<file path="config.mk">
export PLATFORM = sky130hd
export DESIGN_NAME = modbus_coil_poll_master
export DESIGN_NICKNAME = d
export VERILOG_FILES = /design/src/rtl/mcpm_pkg.sv /design/src/rtl/mcpm_crc.sv /design/src/rtl/mcpm_rx.sv /design/src/rtl/modbus_coil_poll_master.sv
export SDC_FILE = /design/constraint.sdc
export NUM_CORES = 1
export LEC_CHECK = 0
export BUFFER_PORTS_ARGS = -buffer_cell sky130_fd_sc_hd__buf_2
export CAP_MARGIN = 30
export CORE_MARGIN = 8
export CORE_UTILIZATION = 54
export CTS_BUF_LIST = sky130_fd_sc_hd__clkbuf_4 sky130_fd_sc_hd__clkbuf_8
export DETAILED_ROUTE_END_ITERATION = 8
export PLACE_DENSITY = 0.79
export SYNTH_ARGS = -nofsm -noshare
export SYNTH_HDL_FRONTEND = slang
export SYNTH_HIERARCHICAL = 1
export SYNTH_SLANG_ARGS = --single-unit
</file>
<file path="constraint.sdc">
create_clock -name clk_i -period 5.9 [get_ports clk_i]
set_input_delay 0 -clock clk_i [delete_from_list [all_inputs] [get_ports clk_i]]
set_output_delay 0 -clock clk_i [all_outputs]
set_load 0.02 [all_outputs]
</file>
<file path="src/rtl/mcpm_pkg.sv">
// ----------------------------------------------------------------------------
// Modbus coil poll master package
// Shared codes, frame layout helpers and types for the coil poll master.
// ----------------------------------------------------------------------------
package mcpm_pkg;

  localparam logic [1:0] KIND_POLL    = 2'd0;
  localparam logic [1:0] KIND_BYTE    = 2'd1;
  localparam logic [1:0] KIND_DONE    = 2'd2;
  localparam logic [1:0] KIND_TIMEOUT = 2'd3;

  localparam logic [7:0] FUNC_READ_COILS  = 8'h01;
  localparam logic [7:0] FUNC_WRITE_COILS = 8'h0F;
  localparam logic [7:0] READ_QTY         = 8'h10;
  localparam logic [7:0] READ_BYTE_CNT    = 8'h02;

  localparam logic [15:0] CRC_INIT = 16'hFFFF;
  localparam logic [15:0] CRC_POLY = 16'hA001;

  localparam logic REG_DEV_ADDR  = 1'b0;
  localparam logic REG_BIT_COUNT = 1'b1;

  localparam logic [7:0] DEV_ADDR_RST  = 8'd4;
  localparam logic [4:0] BIT_COUNT_RST = 5'd8;

  typedef enum logic [2:0] {
    ST_IDLE,
    ST_DATA,
    ST_CRC_WAIT,
    ST_CRC_LO,
    ST_CRC_HI,
    ST_REPORT
  } state_e;

  typedef struct packed {
    logic        is_write;
    logic        ok;
    logic [15:0] coils;
  } rsp_t;

  function automatic logic [2:0] data_byte_cnt(logic [4:0] cnt);
    logic [5:0] sum;
    sum = {1'b0, cnt} + 6'd7;
    return sum[5:3];
  endfunction

  function automatic logic [3:0] frame_len(logic wr, logic [4:0] cnt);
    logic [3:0] len;
    if (!wr) begin
      len = 4'd6;
    end else if (data_byte_cnt(cnt) == 3'd2) begin
      len = 4'd9;
    end else begin
      len = 4'd8;
    end
    return len;
  endfunction

  function automatic logic [7:0] frame_byte(logic [3:0] idx, logic wr, logic [7:0] addr,
                                            logic [4:0] cnt, logic [15:0] cmd);
    logic [7:0] b;
    case (idx)
      4'd0:    b = addr;
      4'd1:    b = wr ? FUNC_WRITE_COILS : FUNC_READ_COILS;
      4'd2:    b = 8'h00;
      4'd3:    b = 8'h01;
      4'd4:    b = 8'h00;
      4'd5:    b = wr ? {3'b000, cnt} : READ_QTY;
      4'd6:    b = {5'b00000, data_byte_cnt(cnt)};
      4'd7:    b = cmd[7:0];
      4'd8:    b = cmd[15:8];
      default: b = 8'h00;
    endcase
    return b;
  endfunction

  function automatic logic [15:0] coil_mask(logic [4:0] cnt);
    logic [15:0] m;
    for (int i = 0; i < 16; i++) begin
      m[i] = (5'(i) < cnt);
    end
    return m;
  endfunction

endpackage

</file>
<file path="src/rtl/mcpm_crc.sv">
// ----------------------------------------------------------------------------
// Bit-serial CRC-16 unit
// Folds one request byte into a reflected CRC-16, one bit per cycle.
// ----------------------------------------------------------------------------
module mcpm_crc (
  input  logic        clk_i,
  input  logic        rst_ni,
  input  logic        init_i,
  input  logic        start_i,
  input  logic [7:0]  byte_i,
  output logic        busy_o,
  output logic [15:0] crc_o
);

  logic [15:0] crc_q, crc_d;
  logic [7:0]  sh_q, sh_d;
  logic [2:0]  cnt_q, cnt_d;
  logic        busy_q, busy_d;
  logic        fb;

  assign fb = crc_q[0] ^ sh_q[0];

  always_comb begin
    crc_d  = crc_q;
    sh_d   = sh_q;
    cnt_d  = cnt_q;
    busy_d = busy_q;
    if (init_i) begin
      crc_d = mcpm_pkg::CRC_INIT;
    end else if (busy_q) begin
      crc_d = {1'b0, crc_q[15:1]} ^ (fb ? mcpm_pkg::CRC_POLY : 16'h0000);
      sh_d  = {1'b0, sh_q[7:1]};
      cnt_d = cnt_q + 3'd1;
      if (cnt_q == 3'd7) begin
        busy_d = 1'b0;
      end
    end
    if (start_i) begin
      sh_d   = byte_i;
      cnt_d  = 3'd0;
      busy_d = 1'b1;
    end
  end

  always_ff @(posedge clk_i or negedge rst_ni) begin
    if (!rst_ni) begin
      crc_q  <= mcpm_pkg::CRC_INIT;
      cnt_q  <= 3'd0;
      busy_q <= 1'b0;
    end else begin
      crc_q  <= crc_d;
      cnt_q  <= cnt_d;
      busy_q <= busy_d;
    end
  end

  always_ff @(posedge clk_i) begin
    sh_q <= sh_d;
  end

  assign busy_o = busy_q;
  assign crc_o  = crc_q;

endmodule

</file>
<file path="src/rtl/mcpm_rx.sv">
// ----------------------------------------------------------------------------
// Response buffer and checker
// Holds up to eight response bytes and checks length and header.
// ----------------------------------------------------------------------------
module mcpm_rx (
  input  logic                clk_i,
  input  logic                rst_ni,
  input  logic                push_i,
  input  logic [7:0]          byte_i,
  input  logic                clear_i,
  input  logic [7:0]          dev_addr_i,
  input  logic [4:0]          bit_count_i,
  output mcpm_pkg::rsp_t      rsp_o
);

  logic [7:0] buf_q [8];
  logic [3:0] len_q, len_d;
  logic       wr_ok, rd_ok;

  always_ff @(posedge clk_i) begin
    if (push_i && !len_q[3]) begin
      buf_q[len_q[2:0]] <= byte_i;
    end
  end

  always_comb begin
    len_d = len_q;
    if (clear_i) begin
      len_d = 4'd0;
    end else if (push_i && len_q != 4'd9) begin
      len_d = len_q + 4'd1;
    end
  end

  always_ff @(posedge clk_i or negedge rst_ni) begin
    if (!rst_ni) begin
      len_q <= 4'd0;
    end else begin
      len_q <= len_d;
    end
  end

  assign wr_ok = (len_q == 4'd8) && (buf_q[0] == dev_addr_i)
              && (buf_q[1] == mcpm_pkg::FUNC_WRITE_COILS)
              && (buf_q[2] == 8'h00) && (buf_q[4] == 8'h00)
              && (buf_q[5] == {3'b000, bit_count_i});
  assign rd_ok = (len_q == 4'd7) && (buf_q[0] == dev_addr_i)
              && (buf_q[1] == mcpm_pkg::FUNC_READ_COILS)
              && (buf_q[2] == mcpm_pkg::READ_BYTE_CNT);

  always_comb begin
    rsp_o.is_write = (len_q >= 4'd2) && (buf_q[1] == mcpm_pkg::FUNC_WRITE_COILS);
    rsp_o.ok       = rsp_o.is_write ? wr_ok : rd_ok;
    rsp_o.coils    = {buf_q[4], buf_q[3]};
  end

endmodule

</file>
<file path="src/rtl/modbus_coil_poll_master.sv">
// ----------------------------------------------------------------------------
// Modbus RTU coil poll master
// Builds read-coils and write-coils requests with CRC and checks responses.
// ----------------------------------------------------------------------------
// Usage:
//   Input requests arrive on in_valid_i/in_ready_o with kind_i and rx_byte_i.
//   A poll emits a whole request frame as transmit-byte results, the last one
//   (CRC high byte) flagged by tx_last_o. A response byte is buffered and
//   gives no result. Response complete and timeout each give one status
//   report carrying response_ok_o, coil_state_o and both counters.
//   A response byte leaves the block idle and ready for the next request. A
//   done or timeout request moves to the report state, which loads the report
//   into the output register once the output slot is free. A poll loads each
//   header byte into the output register and lets the bit-serial CRC unit
//   fold it in before the next; the CRC low and high bytes follow. One
//   request is worked on at a time; in_ready_o rises once the last result is
//   in the output register, even while that result waits.
//   If the receiver stalls, the block holds the current result and waits.
//   Reset restores device_address 4, bit_count 8, clears counters, coil
//   state and the pending write. Registers are written over the APB port.
// ----------------------------------------------------------------------------
module modbus_coil_poll_master (
  input  logic        clk_i,
  input  logic        rst_ni,
  input  logic        psel,
  input  logic        penable,
  input  logic        pwrite,
  input  logic [2:0]  paddr,
  input  logic [31:0] pwdata,
  output logic [31:0] prdata,
  output logic        pready,
  input  logic        in_valid_i,
  output logic        in_ready_o,
  input  logic [1:0]  kind_i,
  input  logic [7:0]  rx_byte_i,
  output logic        out_valid_o,
  input  logic        out_ready_i,
  output logic        result_kind_o,
  output logic [7:0]  tx_byte_o,
  output logic        tx_last_o,
  output logic        response_ok_o,
  output logic [15:0] coil_state_o,
  output logic [31:0] requests_sent_o,
  output logic [31:0] failures_o
);

  mcpm_pkg::state_e state_q, state_d;
  logic [3:0]  idx_q, idx_d;
  logic [7:0]  dev_addr_q;
  logic [4:0]  bit_count_q;
  logic        wr_pend_q, wr_pend_d;
  logic [15:0] cmd_q, cmd_d;
  logic        toggle_q, toggle_d;
  logic [15:0] coils_q, coils_d;
  logic [31:0] sent_q, sent_d;
  logic [31:0] fail_q, fail_d;
  logic        rpt_ok_q, rpt_ok_d;

  logic        out_valid_q, out_valid_d;
  logic        rk_q, rk_d;
  logic [7:0]  tx_q, tx_d;
  logic        last_q, last_d;
  logic        ok_q, ok_d;
  logic [15:0] ocoils_q, ocoils_d;
  logic [31:0] osent_q, osent_d;
  logic [31:0] ofail_q, ofail_d;

  logic        in_acc, slot_free, cfg_wr;
  logic        crc_init, crc_start, crc_busy;
  logic [15:0] crc;
  logic        rx_push, rx_clear;
  logic [7:0]  cur_byte;
  logic [3:0]  flen;
  mcpm_pkg::rsp_t rsp;

  assign pready     = 1'b1;
  assign cfg_wr     = psel && penable && pwrite;
  assign in_ready_o = (state_q == mcpm_pkg::ST_IDLE);
  assign in_acc     = in_valid_i && in_ready_o;
  assign slot_free  = !out_valid_q || out_ready_i;
  assign cur_byte   = mcpm_pkg::frame_byte(idx_q, wr_pend_q, dev_addr_q, bit_count_q, cmd_q);
  assign flen       = mcpm_pkg::frame_len(wr_pend_q, bit_count_q);

  always_comb begin
    if (paddr[2] == mcpm_pkg::REG_BIT_COUNT) begin
      prdata = {27'd0, bit_count_q};
    end else begin
      prdata = {24'd0, dev_addr_q};
    end
  end

  always_ff @(posedge clk_i or negedge rst_ni) begin
    if (!rst_ni) begin
      dev_addr_q  <= mcpm_pkg::DEV_ADDR_RST;
      bit_count_q <= mcpm_pkg::BIT_COUNT_RST;
    end else if (cfg_wr) begin
      if (paddr[2] == mcpm_pkg::REG_BIT_COUNT) begin
        bit_count_q <= pwdata[4:0];
      end else begin
        dev_addr_q <= pwdata[7:0];
      end
    end
  end

  mcpm_crc u_crc (
    .clk_i   (clk_i),
    .rst_ni  (rst_ni),
    .init_i  (crc_init),
    .start_i (crc_start),
    .byte_i  (cur_byte),
    .busy_o  (crc_busy),
    .crc_o   (crc)
  );

  mcpm_rx u_rx (
    .clk_i       (clk_i),
    .rst_ni      (rst_ni),
    .push_i      (rx_push),
    .byte_i      (rx_byte_i),
    .clear_i     (rx_clear),
    .dev_addr_i  (dev_addr_q),
    .bit_count_i (bit_count_q),
    .rsp_o       (rsp)
  );

  always_comb begin
    state_d     = state_q;
    idx_d       = idx_q;
    wr_pend_d   = wr_pend_q;
    cmd_d       = cmd_q;
    toggle_d    = toggle_q;
    coils_d     = coils_q;
    sent_d      = sent_q;
    fail_d      = fail_q;
    rpt_ok_d    = rpt_ok_q;
    crc_init    = 1'b0;
    crc_start   = 1'b0;
    rx_push     = 1'b0;
    rx_clear    = 1'b0;
    out_valid_d = out_valid_q && !out_ready_i;
    rk_d        = rk_q;
    tx_d        = tx_q;
    last_d      = last_q;
    ok_d        = ok_q;
    ocoils_d    = ocoils_q;
    osent_d     = osent_q;
    ofail_d     = ofail_q;
    case (state_q)
      mcpm_pkg::ST_IDLE: begin
        if (in_acc) begin
          case (kind_i)
            mcpm_pkg::KIND_POLL: begin
              sent_d   = sent_q + 32'd1;
              rx_clear = 1'b1;
              crc_init = 1'b1;
              idx_d    = 4'd0;
              state_d  = mcpm_pkg::ST_DATA;
            end
            mcpm_pkg::KIND_BYTE: begin
              rx_push = 1'b1;
            end
            mcpm_pkg::KIND_DONE: begin
              rx_clear = 1'b1;
              rpt_ok_d = rsp.ok;
              if (rsp.is_write) begin
                if (rsp.ok) begin
                  wr_pend_d = 1'b0;
                end else begin
                  fail_d = fail_q + 32'd1;
                end
              end else begin
                if (rsp.ok) begin
                  coils_d = rsp.coils;
                end else begin
                  fail_d = fail_q + 32'd1;
                end
                if (toggle_q) begin
                  cmd_d = 16'h0000;
                end else begin
                  cmd_d = cmd_q | mcpm_pkg::coil_mask(bit_count_q);
                end
                toggle_d  = !toggle_q;
                wr_pend_d = 1'b1;
              end
              state_d = mcpm_pkg::ST_REPORT;
            end
            mcpm_pkg::KIND_TIMEOUT: begin
              fail_d   = fail_q + 32'd1;
              rx_clear = 1'b1;
              rpt_ok_d = 1'b0;
              state_d  = mcpm_pkg::ST_REPORT;
            end
            default: begin
              state_d = mcpm_pkg::ST_IDLE;
            end
          endcase
        end
      end
      mcpm_pkg::ST_DATA: begin
        if (slot_free) begin
          out_valid_d = 1'b1;
          rk_d        = 1'b0;
          tx_d        = cur_byte;
          last_d      = 1'b0;
          ok_d        = 1'b0;
          ocoils_d    = 16'h0000;
          osent_d     = 32'd0;
          ofail_d     = 32'd0;
          crc_start   = 1'b1;
          idx_d       = idx_q + 4'd1;
          state_d     = mcpm_pkg::ST_CRC_WAIT;
        end
      end
      mcpm_pkg::ST_CRC_WAIT: begin
        if (!crc_busy) begin
          state_d = (idx_q == flen) ? mcpm_pkg::ST_CRC_LO : mcpm_pkg::ST_DATA;
        end
      end
      mcpm_pkg::ST_CRC_LO: begin
        if (slot_free) begin
          out_valid_d = 1'b1;
          rk_d        = 1'b0;
          tx_d        = crc[7:0];
          last_d      = 1'b0;
          ok_d        = 1'b0;
          ocoils_d    = 16'h0000;
          osent_d     = 32'd0;
          ofail_d     = 32'd0;
          state_d     = mcpm_pkg::ST_CRC_HI;
        end
      end
      mcpm_pkg::ST_CRC_HI: begin
        if (slot_free) begin
          out_valid_d = 1'b1;
          rk_d        = 1'b0;
          tx_d        = crc[15:8];
          last_d      = 1'b1;
          ok_d        = 1'b0;
          ocoils_d    = 16'h0000;
          osent_d     = 32'd0;
          ofail_d     = 32'd0;
          state_d     = mcpm_pkg::ST_IDLE;
        end
      end
      mcpm_pkg::ST_REPORT: begin
        if (slot_free) begin
          out_valid_d = 1'b1;
          rk_d        = 1'b1;
          tx_d        = 8'h00;
          last_d      = 1'b0;
          ok_d        = rpt_ok_q;
          ocoils_d    = coils_q;
          osent_d     = sent_q;
          ofail_d     = fail_q;
          state_d     = mcpm_pkg::ST_IDLE;
        end
      end
      default: begin
        state_d = mcpm_pkg::ST_IDLE;
      end
    endcase
  end

  always_ff @(posedge clk_i or negedge rst_ni) begin
    if (!rst_ni) begin
      state_q     <= mcpm_pkg::ST_IDLE;
      idx_q       <= 4'd0;
      wr_pend_q   <= 1'b0;
      cmd_q       <= 16'h0000;
      toggle_q    <= 1'b0;
      coils_q     <= 16'h0000;
      sent_q      <= 32'd0;
      fail_q      <= 32'd0;
      rpt_ok_q    <= 1'b0;
      out_valid_q <= 1'b0;
    end else begin
      state_q     <= state_d;
      idx_q       <= idx_d;
      wr_pend_q   <= wr_pend_d;
      cmd_q       <= cmd_d;
      toggle_q    <= toggle_d;
      coils_q     <= coils_d;
      sent_q      <= sent_d;
      fail_q      <= fail_d;
      rpt_ok_q    <= rpt_ok_d;
      out_valid_q <= out_valid_d;
    end
  end

  always_ff @(posedge clk_i) begin
    rk_q     <= rk_d;
    tx_q     <= tx_d;
    last_q   <= last_d;
    ok_q     <= ok_d;
    ocoils_q <= ocoils_d;
    osent_q  <= osent_d;
    ofail_q  <= ofail_d;
  end

  assign out_valid_o     = out_valid_q;
  assign result_kind_o   = rk_q;
  assign tx_byte_o       = tx_q;
  assign tx_last_o       = last_q;
  assign response_ok_o   = ok_q;
  assign coil_state_o    = ocoils_q;
  assign requests_sent_o = osent_q;
  assign failures_o      = ofail_q;

  a_idle_crc: assert property (@(posedge clk_i) disable iff (!rst_ni)
    (state_q == mcpm_pkg::ST_IDLE) |-> !crc_busy)
    else $error("crc unit busy while idle");

  a_idx_range: assert property (@(posedge clk_i) disable iff (!rst_ni)
    idx_q <= 4'd9)
    else $error("frame index out of range");

  a_poll_start: assert property (@(posedge clk_i) disable iff (!rst_ni)
    (in_acc && kind_i == mcpm_pkg::KIND_POLL) |=> (state_q == mcpm_pkg::ST_DATA))
    else $error("poll did not start a frame");

  a_last_tx: assert property (@(posedge clk_i) disable iff (!rst_ni)
    (out_valid_q && last_q) |-> !rk_q)
    else $error("last flag on a status report");

endmodule
</file>
==> metrics.md, run 1 <==
| Metric | Value |
|---|---|
| Status | `complete, no violations` |
| Ys flop type | `edfxtp_1` |
| TNS Setup | `0 ns` |
| Final min period | `3.55 ns` |
| Drt pass-1 iters | `5` |
| Syn avg cell area | `12.8 um^2` |
| Internal | `4260 uW` |
| Unique cell type count in the Yosys netlist | `69` |
| Placed instance area | `13500 um^2` |
| Family with the most delay on the worst path | `simple AND/OR/NAND/NOR gates` |
| Fillers | `1797` |
| Combinational share of power | `0.272` |
| TritonCTS buffer count | `46` |
| Fin area | `14700 um^2` |
| CTS root buf | `clkbuf_8` |
| Clock Tree Buf Depth | `3` |
| Sequential power share | `0.480` |
| Clk_lat worst skew | `0.55 ns` |
| Sw frac | `0.343` |
| # DRC | `0` |
| CORE AREA | `23300 um^2` |
| Final HPWL DP | `17.0 mm` |
| CTS tree | `built` |
| Number of port buffers | `126` |
| Util after Layout | `0.632` |
| Tot GR Track Use | `0.176` |
| Boundary pin count | `178` |
| Final Wtd Congestion | `0.882` |
| Leakage | `0.00629 uW` |
| Arrival time of the worst setup path | `3.72 ns` |
| WL final | `25.4 mm` |
| Number of warnings issued by yosys | `6` |
| Crit path largest cell delay | `0.81 ns` |
| Post-synth EDFFs | `147` |
| Final count of negative-setup-slack endpoints | `0` |
| Vias | `8014` |
| Peak Freq | `282 MHz` |
| Reg2reg path depth | `4` |
| Num rows | `56` |
| Sequential fraction of the synthesis area | `0.632` |
| Initial antenna violation count | `1` |
| Chip height | `169 um` |
| First-pass GRT wire length | `41.4 mm` |
| Max_slew headroom | `0.304` |
| Grt total ovfl | `0` |
| Final Max Tran Viols | `0` |
| Critical Path Fanout Max | `28` |
| Critical Path Slowest Stage Cell | `nor3_1` |
| Worst vdd ir | `0.000192 V` |
| Multi-input gate area | `4370 um^2` |
| Non-Filler Instances | `1520` |
| Worst path bufs/invs | `0` |
| Largest net degree at the start of global routing | `81` |
| Cells along the critical path | `or4b_4 -> nor2_1 -> or3b_2 -> nor3_1` |
| Die X | `169 um` |
| Routed length per instance | `16.7 um` |
| RSZ-0062 raised after global routing | `no` |
| Number of cells on the critical path | `4` |
| Post-Synthesis Cells | `995` |
| Initial Util | `0.547` |
| Crit path launch type | `flop` |
| Post-synthesis async set-or-reset flop share | `0.495` |
| Clock sinks | `291` |
| Vias/cell | `5.27` |
| Worst hold stages | `5` |
| Area Growth Syn to Fin | `15.7%` |
| Layout Nets | `1226` |
| Layout cell share with drive strength beyond 1 | `0.246` |
| Layout Skew | `0.0275 ns` |
| Clock transition at the registers of the reported paths | `0.07 ns` |
| Post-route ant nets | `0` |
| #FFs+latches synth | `291` |
| Sequential cell area | `8040 um^2` |
| Cts repair resizes | `0` |
| Placed insts | `1405` |
| Area of the die | `28700 um^2` |
| Hold Crit Class | `primary input to flop` |
| Vias in the first global route | `8075` |
| Worst Setup End Kind | `flop` |
| Fin. Hold Viols | `0` |
| Power Density | `441 nW/um^2` |
| Worst slew pin tran | `1.04 ns` |
| Initial drt markers | `433` |
| Sw power | `2230 uW` |
| Max Cap Viol | `0` |
| Worst Setup Path Type | `flop to flop` |
| Worst EP required | `6.07 ns` |
| Overall power | `6490 uW` |
| Clock power frac | `0.248` |
| Mapped Area | `12700 um^2` |
| Period utilisation layout | `0.602` |
| CTS H-tree lvls | `2` |
## metrics by stage
step                      hold slack, ns  setup WS (ns)
after global routing              0.0359           2.21
after CTS                        0.00485           2.27
final                             0.0278           2.35
after global placement            0.0894           2.42
after floorplan                   -0.296          0.438
after detailed placement           0.107           2.30
## Yosys cell counts, types with 3 or more instances
cell | instances | share of area
a22oi_1 | 7 | 0.0041
a21o_1 | 3 | 0.0018
nor2_1 | 59 | 0.017
dfstp_2 | 18 | 0.037
nand3_1 | 30 | 0.012
nand2b_1 | 13 | 0.0064
or2_2 | 3 | 0.0015
mux2_2 | 45 | 0.040
dfrtp_1 | 126 | 0.25
nand3b_1 | 4 | 0.0024
ha_1 | 12 | 0.012
xor2_1 | 35 | 0.024
and2_1 | 91 | 0.045
xnor2_1 | 52 | 0.036
a31oi_1 | 5 | 0.0025
and4_1 | 6 | 0.0041
nand4_1 | 25 | 0.012
edfxtp_1 | 147 | 0.35
nand2_1 | 57 | 0.017
nor2b_1 | 10 | 0.0049
nor3_1 | 30 | 0.012
a211oi_1 | 5 | 0.0030
clkbuf_1 | 28 | 0.0083
o21bai_1 | 3 | 0.0018
inv_1 | 12 | 0.0035
and3_1 | 14 | 0.0069
o21ai_0 | 9 | 0.0035
a21oi_1 | 31 | 0.012
nor4_1 | 12 | 0.0059
buf_4 | 25 | 0.015
buf_2 | 10 | 0.0039
mux2i_1 | 6 | 0.0047
a211o_1 | 13 | 0.0090
## registers in the layout, summed over array words and instances, names as in the netlist, 3 cells and up
name             count
cmd_q               16
dev_addr_q           8
idx_q                4
coils_q             16
u_crc/sh_q           8
requests_sent_o     32
bit_count_q          5
failures_o          32
tx_byte_o            8
u_rx/len_q           4
state_q              3
u_rx/buf_q          48
coil_state_o        16
u_crc/crc_o         16
sent_q              32
fail_q              32
u_crc/cnt_q          3
## final cells by class
cell class                 count  area share
sequential                   291       0.547
multi-input combinational    648       0.297
timing repair buffer         161      0.0654
clock buffer                  62      0.0521
tap                          319      0.0271
clock inverter                24     0.00783
inverter                      14     0.00357
antenna                        1    0.000170
## layer usage
metal  vias to the layer above  track usage  wire length [um]
met2                       243        0.298             12400
met4                         0       0.0562               447
li1                       3851            -                 -
met3                        43       0.0405              1550
met1                      3877        0.222             10900
met5                         -            0                 0
## what timing repair did
| action | in CTS | in global routing |
|---|---|---|
| hold buffers | 26 | 0 |
| endpoints found under the hold margin | 165 | 0 |
| buffers inserted | 0 | 0 |
## power groups by stage
stage	Clock (uW)	Sequential, uW	Combinational (uW)
2_1_floorplan	0	3300	1060
5_1_grt	1750	3180	1930
3_3_place_gp	0	3130	1710
4_1_cts	1650	3120	1790
3_5_place_dp	0	3150	1760
6_report	1610	3120	1760
## path summary, 6_finish.rpt
check	start	endpoint	slack, ns
setup / recovery	state_q[2]	u_rx/buf_q[3][2]	2.35
hold / removal	in_valid_i	sent_q[5]	0.03
setup reg to reg	state_q[2]	u_rx/buf_q[3][2]	2.35
hold reg to reg	fail_q[31]	fail_q[31]	0.46
max in group asynchronous	rst_ni	fail_q[22]	4.52
min in group asynchronous	rst_ni	state_q[2]	0.09
## cell usage in the layout (no fill, tap or decap), drive strengths merged, types with 4 or more instances in the layout
cell type    synthesis  final
a31oi                5      5
nor2b               10     10
dfrtp              126    126
dlygate4sd3          0     26
clkbuf              28     64
buf                 37    133
nor4                14     14
a22oi                7      7
edfxtp             147    147
and3                15     15
ha                  12     12
a21oi               31     31
nor2                59     59
nor3                33     33
o21ai               10     10
xor2                35     35
nand2               57     57
and4                 6      6
conb                 2     25
nand4               26     26
nand3               31     31
a211o               13     13
dfstp               18     18
a211oi               5      5
nand2b              13     13
xnor2               52     52
inv                 13     14
and2                91     91
nand3b               4      4
mux2i                6      6
clkinv               1     23
mux2                45     45
## worst register-to-register path, cell delays in order, from the launching register on
cell and delay (ns):
dfrtp_1 0.70, or4b_4 0.71, nor2_1 0.41, or3b_2 0.55, nor3_1 0.81
## cells by family (layout without fill, tap and decap cells)
logic type,count (synthesis),in the layout,synth area share
fa+ha+maj,12,12,0.0118
compound gates,93,93,0.0489
xor+xnor,87,87,0.0599
mux,51,51,0.0446
buf+inv,79,261,0.0329
other cells,2,26,0.000591
flops,291,291,0.632
simple gates,380,380,0.169
Note: power is estimated with default switching activity, not from simulation.
==> run 2: changes to the inputs <==
--- a/config.mk
+++ b/config.mk
@@ -8,10 +8,10 @@
 export BUFFER_PORTS_ARGS = -buffer_cell sky130_fd_sc_hd__buf_2
 export CAP_MARGIN = 30
 export CORE_MARGIN = 8
-export CORE_UTILIZATION = 54
+export CORE_UTILIZATION = 60
 export CTS_BUF_LIST = sky130_fd_sc_hd__clkbuf_4 sky130_fd_sc_hd__clkbuf_8
 export DETAILED_ROUTE_END_ITERATION = 8
-export PLACE_DENSITY = 0.79
+export PLACE_DENSITY = 0.83
 export SYNTH_ARGS = -nofsm -noshare
 export SYNTH_HDL_FRONTEND = slang
 export SYNTH_HIERARCHICAL = 1
==> constraint.sdc (replaced) <==
create_clock -name clk_i -period 3.45 [get_ports clk_i]
set_input_delay 0 -clock clk_i [delete_from_list [all_inputs] [get_ports clk_i]]
set_output_delay 0 -clock clk_i [all_outputs]
set_load 0.02 [all_outputs]
==> run 2 against run 1 <==
Core utilization rose by 7.9 points; largest cell class unchanged; critical path depth is 7 higher; die area is 9.1% lower; hold slack got worse by 0.0077 ns; flip-flop and latch count stayed put; combinational power is 82% higher; cell area up 1.0%.
==> metrics.md, run 2 (same netlist as run 1, synthesis figures left out) <==
| Metric | Value |
|---|---|
| Drt pass-1 iters | `5` |
| Crit path launch type | `flop` |
| Sw frac | `0.335` |
| Internal | `7640 uW` |
| Critical Path Fanout Max | `8` |
| Sequential cell area | `8040 um^2` |
| Max reg flops | `48` |
| Worst path bufs/invs | `1` |
| Clock transition at the registers of the reported paths | `0.06 ns` |
| Clk_lat worst skew | `0.57 ns` |
| Worst Setup End Kind | `flop` |
| Peak Freq | `318 MHz` |
| Largest net degree at the start of global routing | `79` |
| WL final | `26.1 mm` |
| Post-CTS Setup Bufs | `0` |
| CORE AREA | `20900 um^2` |
| Final min period | `3.14 ns` |
| Worst slew pin tran | `0.736 ns` |
| FF-to-FF setup slack | `0.31 ns` |
| TritonCTS buffer count | `46` |
| Tot GR Track Use | `0.201` |
| Family with the most delay on the worst path | `simple AND/OR/NAND/NOR gates` |
| Layout Skew | `0.0283 ns` |
| Area of the die | `26100 um^2` |
| Vias | `8179` |
| Num rows | `53` |
| Final count of negative-setup-slack endpoints | `0` |
| Commonest non-fill, non-tap cells in the layout | `edfxtp_1 (147), dfrtp_1 (126), buf_2 (125), and2_1 (91), nor2_1 (58)` |
| RSZ-0062 raised after global routing | `no` |
| Post-route ant nets | `0` |
| Final Wtd Congestion | `0.858` |
| Initial Util | `0.609` |
| Status | `complete, no violations` |
| CTS H-tree lvls | `2` |
| Power Density | `774 nW/um^2` |
| Die X | `162 um` |
| CTS root buf | `clkbuf_8` |
| Antenna diode count | `0` |
| Fillers | `1393` |
| Placed insts | `1372` |
| CTS tree | `built` |
| Arrival time of the worst setup path | `3.61 ns` |
| Crit path largest cell delay | `0.73 ns` |
| Clock sinks | `291` |
| Multi-input gate area | `4370 um^2` |
| Critical Path Slowest Stage Cell | `or4_1` |
| Max Cap Viol | `0` |
| Vias in the first global route | `8360` |
| Vias/cell | `5.51` |
| Chip height | `162 um` |
| Commonest non-fill, non-tap cell in the layout | `edfxtp_1` |
| Hold Crit Class | `primary input to asynchronous set/reset pin` |
| Final Max Tran Viols | `0` |
| Leakage | `0.00640 uW` |
| Sw power | `3850 uW` |
| Layout cell share with drive strength beyond 1 | `0.259` |
| Non-Filler Instances | `1484` |
| Period utilisation layout | `0.911` |
| Final HPWL DP | `17.5 mm` |
| Worst vdd ir | `0.000415 V` |
| TNS Setup | `0 ns` |
| Worst Setup Path Type | `flop to flop` |
| Layout Nets | `1235` |
| Number of port buffers | `126` |
| Worst EP required | `3.92 ns` |
| Area Growth Syn to Fin | `16.8%` |
| Combinational share of power | `0.278` |
| Fin. Hold Viols | `0` |
| Initial antenna violation count | `0` |
| Cells along the critical path | `inv_1 -> ha_1 -> nor4_1 -> nor3_1 -> a31oi_1 -> nor3_2 -> nand2b_1 -> nand4_1 -> or4_1 -> nor4_2 -> xor2_1` |
| Grt total ovfl | `0` |
| Clock power frac | `0.269` |
| # DRC | `0` |
| Initial drt markers | `604` |
| Sequential power share | `0.453` |
| Max_slew headroom | `0.509` |
| Clock Tree Buf Depth | `3` |
| Routed length per instance | `17.6 um` |
| First-pass GRT wire length | `42.8 mm` |
| Boundary pin count | `178` |
-- run 2: cell count changes in the layout (fill, tap and decap cells not counted), moves of 3 or more --
cell       change
bufinv_16      +3
clkbuf_8       +3
clkinv_1       -8
buf_4         +11
-- run 2: power by group through the flow --
stage	Sequential (uW)	Combinational, uW	Clock (uW)
after floorplan	5590	1830	0
after global placement	5220	3080	0
after detailed placement	5260	3170	0
after CTS	5200	3220	3150
after global routing	5290	3480	3300
final	5200	3200	3090
-- run 2: what timing repair did --
action,4_1_cts,5_1_grt
gates resized for setup,0,1
setup endpoints to repair,0,6
hold buffers,26,0
endpoints found under the hold margin,154,0
-- run 2: per-layer routing --
metal	part of all wire	GRT usage
met5	0	0
met4	0.023	0.0707
met3	0.060	0.0448
met2	0.50	0.341
met1	0.42	0.250
-- run 2: final cells by class --
cell class                 count  share of cell area
inverter                      14             0.00354
sequential                   291               0.541
clock inverter                19              0.0118
clock buffer                  67              0.0553
multi-input combinational    648               0.294
timing repair buffer         170              0.0703
tap                          275              0.0232
-- run 2: final timing paths --
path                          startpoint              to  depth (start not counted)
min reg2reg                   sent_q[31]      sent_q[31]                          1
min                               rst_ni      fail_q[16]                          2
min in group clk_i            in_valid_i       sent_q[5]                          5
max reg2reg                u_rx/len_q[0]      fail_q[31]                         11
max                        u_rx/len_q[0]      fail_q[31]                         11
max in group asynchronous         rst_ni  bit_count_q[3]                          3
-- run 2: worst register-to-register path: cells and delay by family (launching register included) --
family | cells | cell delay [ns]
and+or+nand+nor | 7 | 1.85
DFF | 1 | 0.48
adders and majority gates | 1 | 0.22
AOI/OAI and AO/OA | 1 | 0.19
xor gates and xnor gates | 1 | 0.17
buffers and inverters | 1 | 0.14
-- run 2: metrics by stage --
stage                     hold slack (ns)  setup slack (ns)  cell area [um^2]   util  total power, uW
after floorplan                    -0.296             0.638             12800      -             7420
after global placement             0.0561             0.403             13600  0.650             8300
after detailed placement           0.0521             0.273             13600  0.650             8430
after CTS                          0.0194             0.220             14800  0.711            11600
after global routing               0.0340            0.0281             14900  0.711            12100
final                              0.0201             0.307             14900  0.711            11500
==> run 3: changes to the inputs <==
==> constraint.sdc (replaced) <==
create_clock -name clk_i -period 3.2 [get_ports clk_i]
set_input_delay 0 -clock clk_i [delete_from_list [all_inputs] [get_ports clk_i]]
set_output_delay 0 -clock clk_i [all_outputs]
set_load 0.02 [all_outputs]
==> run 3 against run 2 <==
Sequential share of layout area decreased by 0.21 points; maximum frequency increased by 9.2%; first-iteration DRC count decreased by 8.4%; via count decreased by 0.32%; critical endpoint unchanged; largest power group unchanged.
==> metrics.md, run 3 (same netlist as run 1, synthesis figures left out) <==
| Metric | Value |
|---|---|
| Period utilisation layout | `0.900` |
| Area Growth Syn to Fin | `17.3%` |
| Fin. Hold Viols | `0` |
| Post-route ant nets | `0` |
| Arrival time of the worst setup path | `3.34 ns` |
| Final Wtd Congestion | `0.847` |
| Clock transition at the registers of the reported paths | `0.06 ns` |
| Worst Setup Path Type | `flop to flop` |
| Worst hold stages | `5` |
| Reg2reg end | `fail_q[31]` |
| Reg2reg start | `u_rx/len_q[1]` |
| Layout cell share with drive strength beyond 1 | `0.258` |
| Crit path launch type | `flop` |
| Worst vdd ir | `0.000414 V` |
| Setup crit start | `u_rx/len_q[1]` |
| Status | `complete, no violations` |
| CTS H-tree lvls | `2` |
| Final Max Tran Viols | `0` |
| Vias | `8153` |
| Peak Freq | `347 MHz` |
| Number of port buffers | `126` |
| Grt total ovfl | `0` |
| Fillers | `1411` |
| Max Cap Viol | `0` |
| Initial antenna violation count | `1` |
| Worst slew pin tran | `0.750 ns` |
| Drt pass-1 iters | `6` |
| TritonCTS buffer count | `45` |
| Die X | `162 um` |
| Boundary pin count | `178` |
| Worst Setup End Kind | `flop` |
| Critical Path Fanout Max | `8` |
| # DRC | `0` |
| Clock sinks | `291` |
| Placed insts | `1377` |
| CORE AREA | `20900 um^2` |
| Largest net degree at the start of global routing | `107` |
| Reg2reg path depth | `12` |
| Final min period | `2.88 ns` |
| Commonest non-fill, non-tap cell in the layout | `edfxtp_1` |
| Area of the die | `26100 um^2` |
| Clock Tree Buf Depth | `3` |
| Max_slew headroom | `0.498` |
| Leakage | `0.00643 uW` |
| TNS Setup | `0 ns` |
| Non-Filler Instances | `1490` |
| Vias/cell | `5.47` |
| Num rows | `53` |
| Vias in the first global route | `8192` |
| First-pass GRT wire length | `42.0 mm` |
| Power Density | `825 nW/um^2` |
| Critical path destination | `fail_q[31]` |
| RSZ-0062 raised after global routing | `no` |
| Initial Util | `0.609` |
| Clk_lat worst skew | `0.55 ns` |
| Tot GR Track Use | `0.198` |
| CTS root buf | `clkbuf_8` |
| Routed length per instance | `17.3 um` |
| Layout Skew | `0.0184 ns` |
| Final HPWL DP | `17.3 mm` |
| Hold Crit Class | `primary input to flop` |
| Layout Nets | `1243` |
| FF-to-FF setup slack | `0.32 ns` |
| CTS tree | `built` |
| Worst EP required | `3.66 ns` |
| Final count of negative-setup-slack endpoints | `0` |
| WL final | `25.7 mm` |
| Chip height | `162 um` |
| Commonest non-fill, non-tap cells in the layout | `edfxtp_1 (147), dfrtp_1 (126), buf_2 (125), and2_1 (91), nor2_1 (58)` |
| Max reg flops | `48` |
| Initial drt markers | `553` |
## run 3: cell count changes in the layout (fill, tap and decap cells not counted), sizes merged
cell	before	now
buf	144	150
diode	0	1
dlygate4sd3	26	29
clkbuf	67	69
bufinv	3	1
clkinvlp	1	0
clkinv	15	12
## run 3: cell type report
cell class	instances	area [um^2]	share of cell area
Antenna cell	1	2.50	0.000168
Clock buffer	69	868	0.0582
Timing Repair Buffer	179	1140	0.0764
Multi-Input combinational cell	648	4380	0.294
Sequential cell	291	8040	0.539
Tap cell	275	344	0.0231
Clock inverter	13	86.3	0.00579
Inverter	14	52.6	0.00352
## run 3: per-stage QoR
step	setup slack [ns]	hold WS, ns	instance area, um^2	total power, uW	utilization
after floorplan	0.388	-0.296	12800	8000	-
after detailed placement	0.243	0.202	13600	9120	0.652
after CTS	0.231	0.0273	14900	12400	0.711
after global routing	0.0710	0.0582	14900	13000	0.714
after global placement	0.313	0.194	13600	8980	0.652
final	0.321	0.0578	14900	12300	0.714
## run 3: worst min-delay path by stage
| stage | start | to | slack, ns |
|---|---|---|---|
| 2_1_floorplan | rst_ni | bit_count_q[0] | -0.30 |
| 3_3_place_gp | rst_ni | fail_q[16] | 0.19 |
| 3_5_place_dp | rst_ni | fail_q[16] | 0.20 |
| 4_1_cts | in_valid_i | sent_q[5] | 0.03 |
| 5_1_grt | in_valid_i | sent_q[5] | 0.06 |
| 6_report | in_valid_i | sent_q[5] | 0.06 |
## run 3: where the power goes
| group | switching (uW) | internal [uW] |
|---|---|---|
| Clock | 1380 | 1810 |
| Combinational | 2190 | 1310 |
| Sequential | 537 | 5070 |
## run 3: timing repair
| action | in CTS | in global routing |
|---|---|---|
| setup buffers | 0 | 0 |
| endpoints found under the setup margin | 0 | 3 |
| hold buffers | 28 | 1 |
| resized for setup | 0 | 2 |
| hold endpoints to repair | 174 | 9 |
## run 3: worst max-delay path, cell delays in order (launching register included)
cell	delay [ns]
dfrtp_1	0.47
inv_1	0.14
ha_1	0.20
nor3b_1	0.13
nand4_1	0.08
nor3_1	0.05
a31oi_1	0.20
nor3_2	0.07
nand2b_1	0.22
nand4_1	0.23
or4_4	0.64
nor4_2	0.18
xor2_1	0.17
## run 3: per-layer routing
metal | up-vias | GRT usage | part of all wire | routed length (um)
met5 | - | 0 | 0 | 0
met4 | 0 | 0.0682 | 0.023 | 582
met2 | 270 | 0.326 | 0.49 | 12600
met3 | 59 | 0.0463 | 0.069 | 1790
met1 | 3945 | 0.253 | 0.42 | 10800
li1 | 3879 | - | - | -
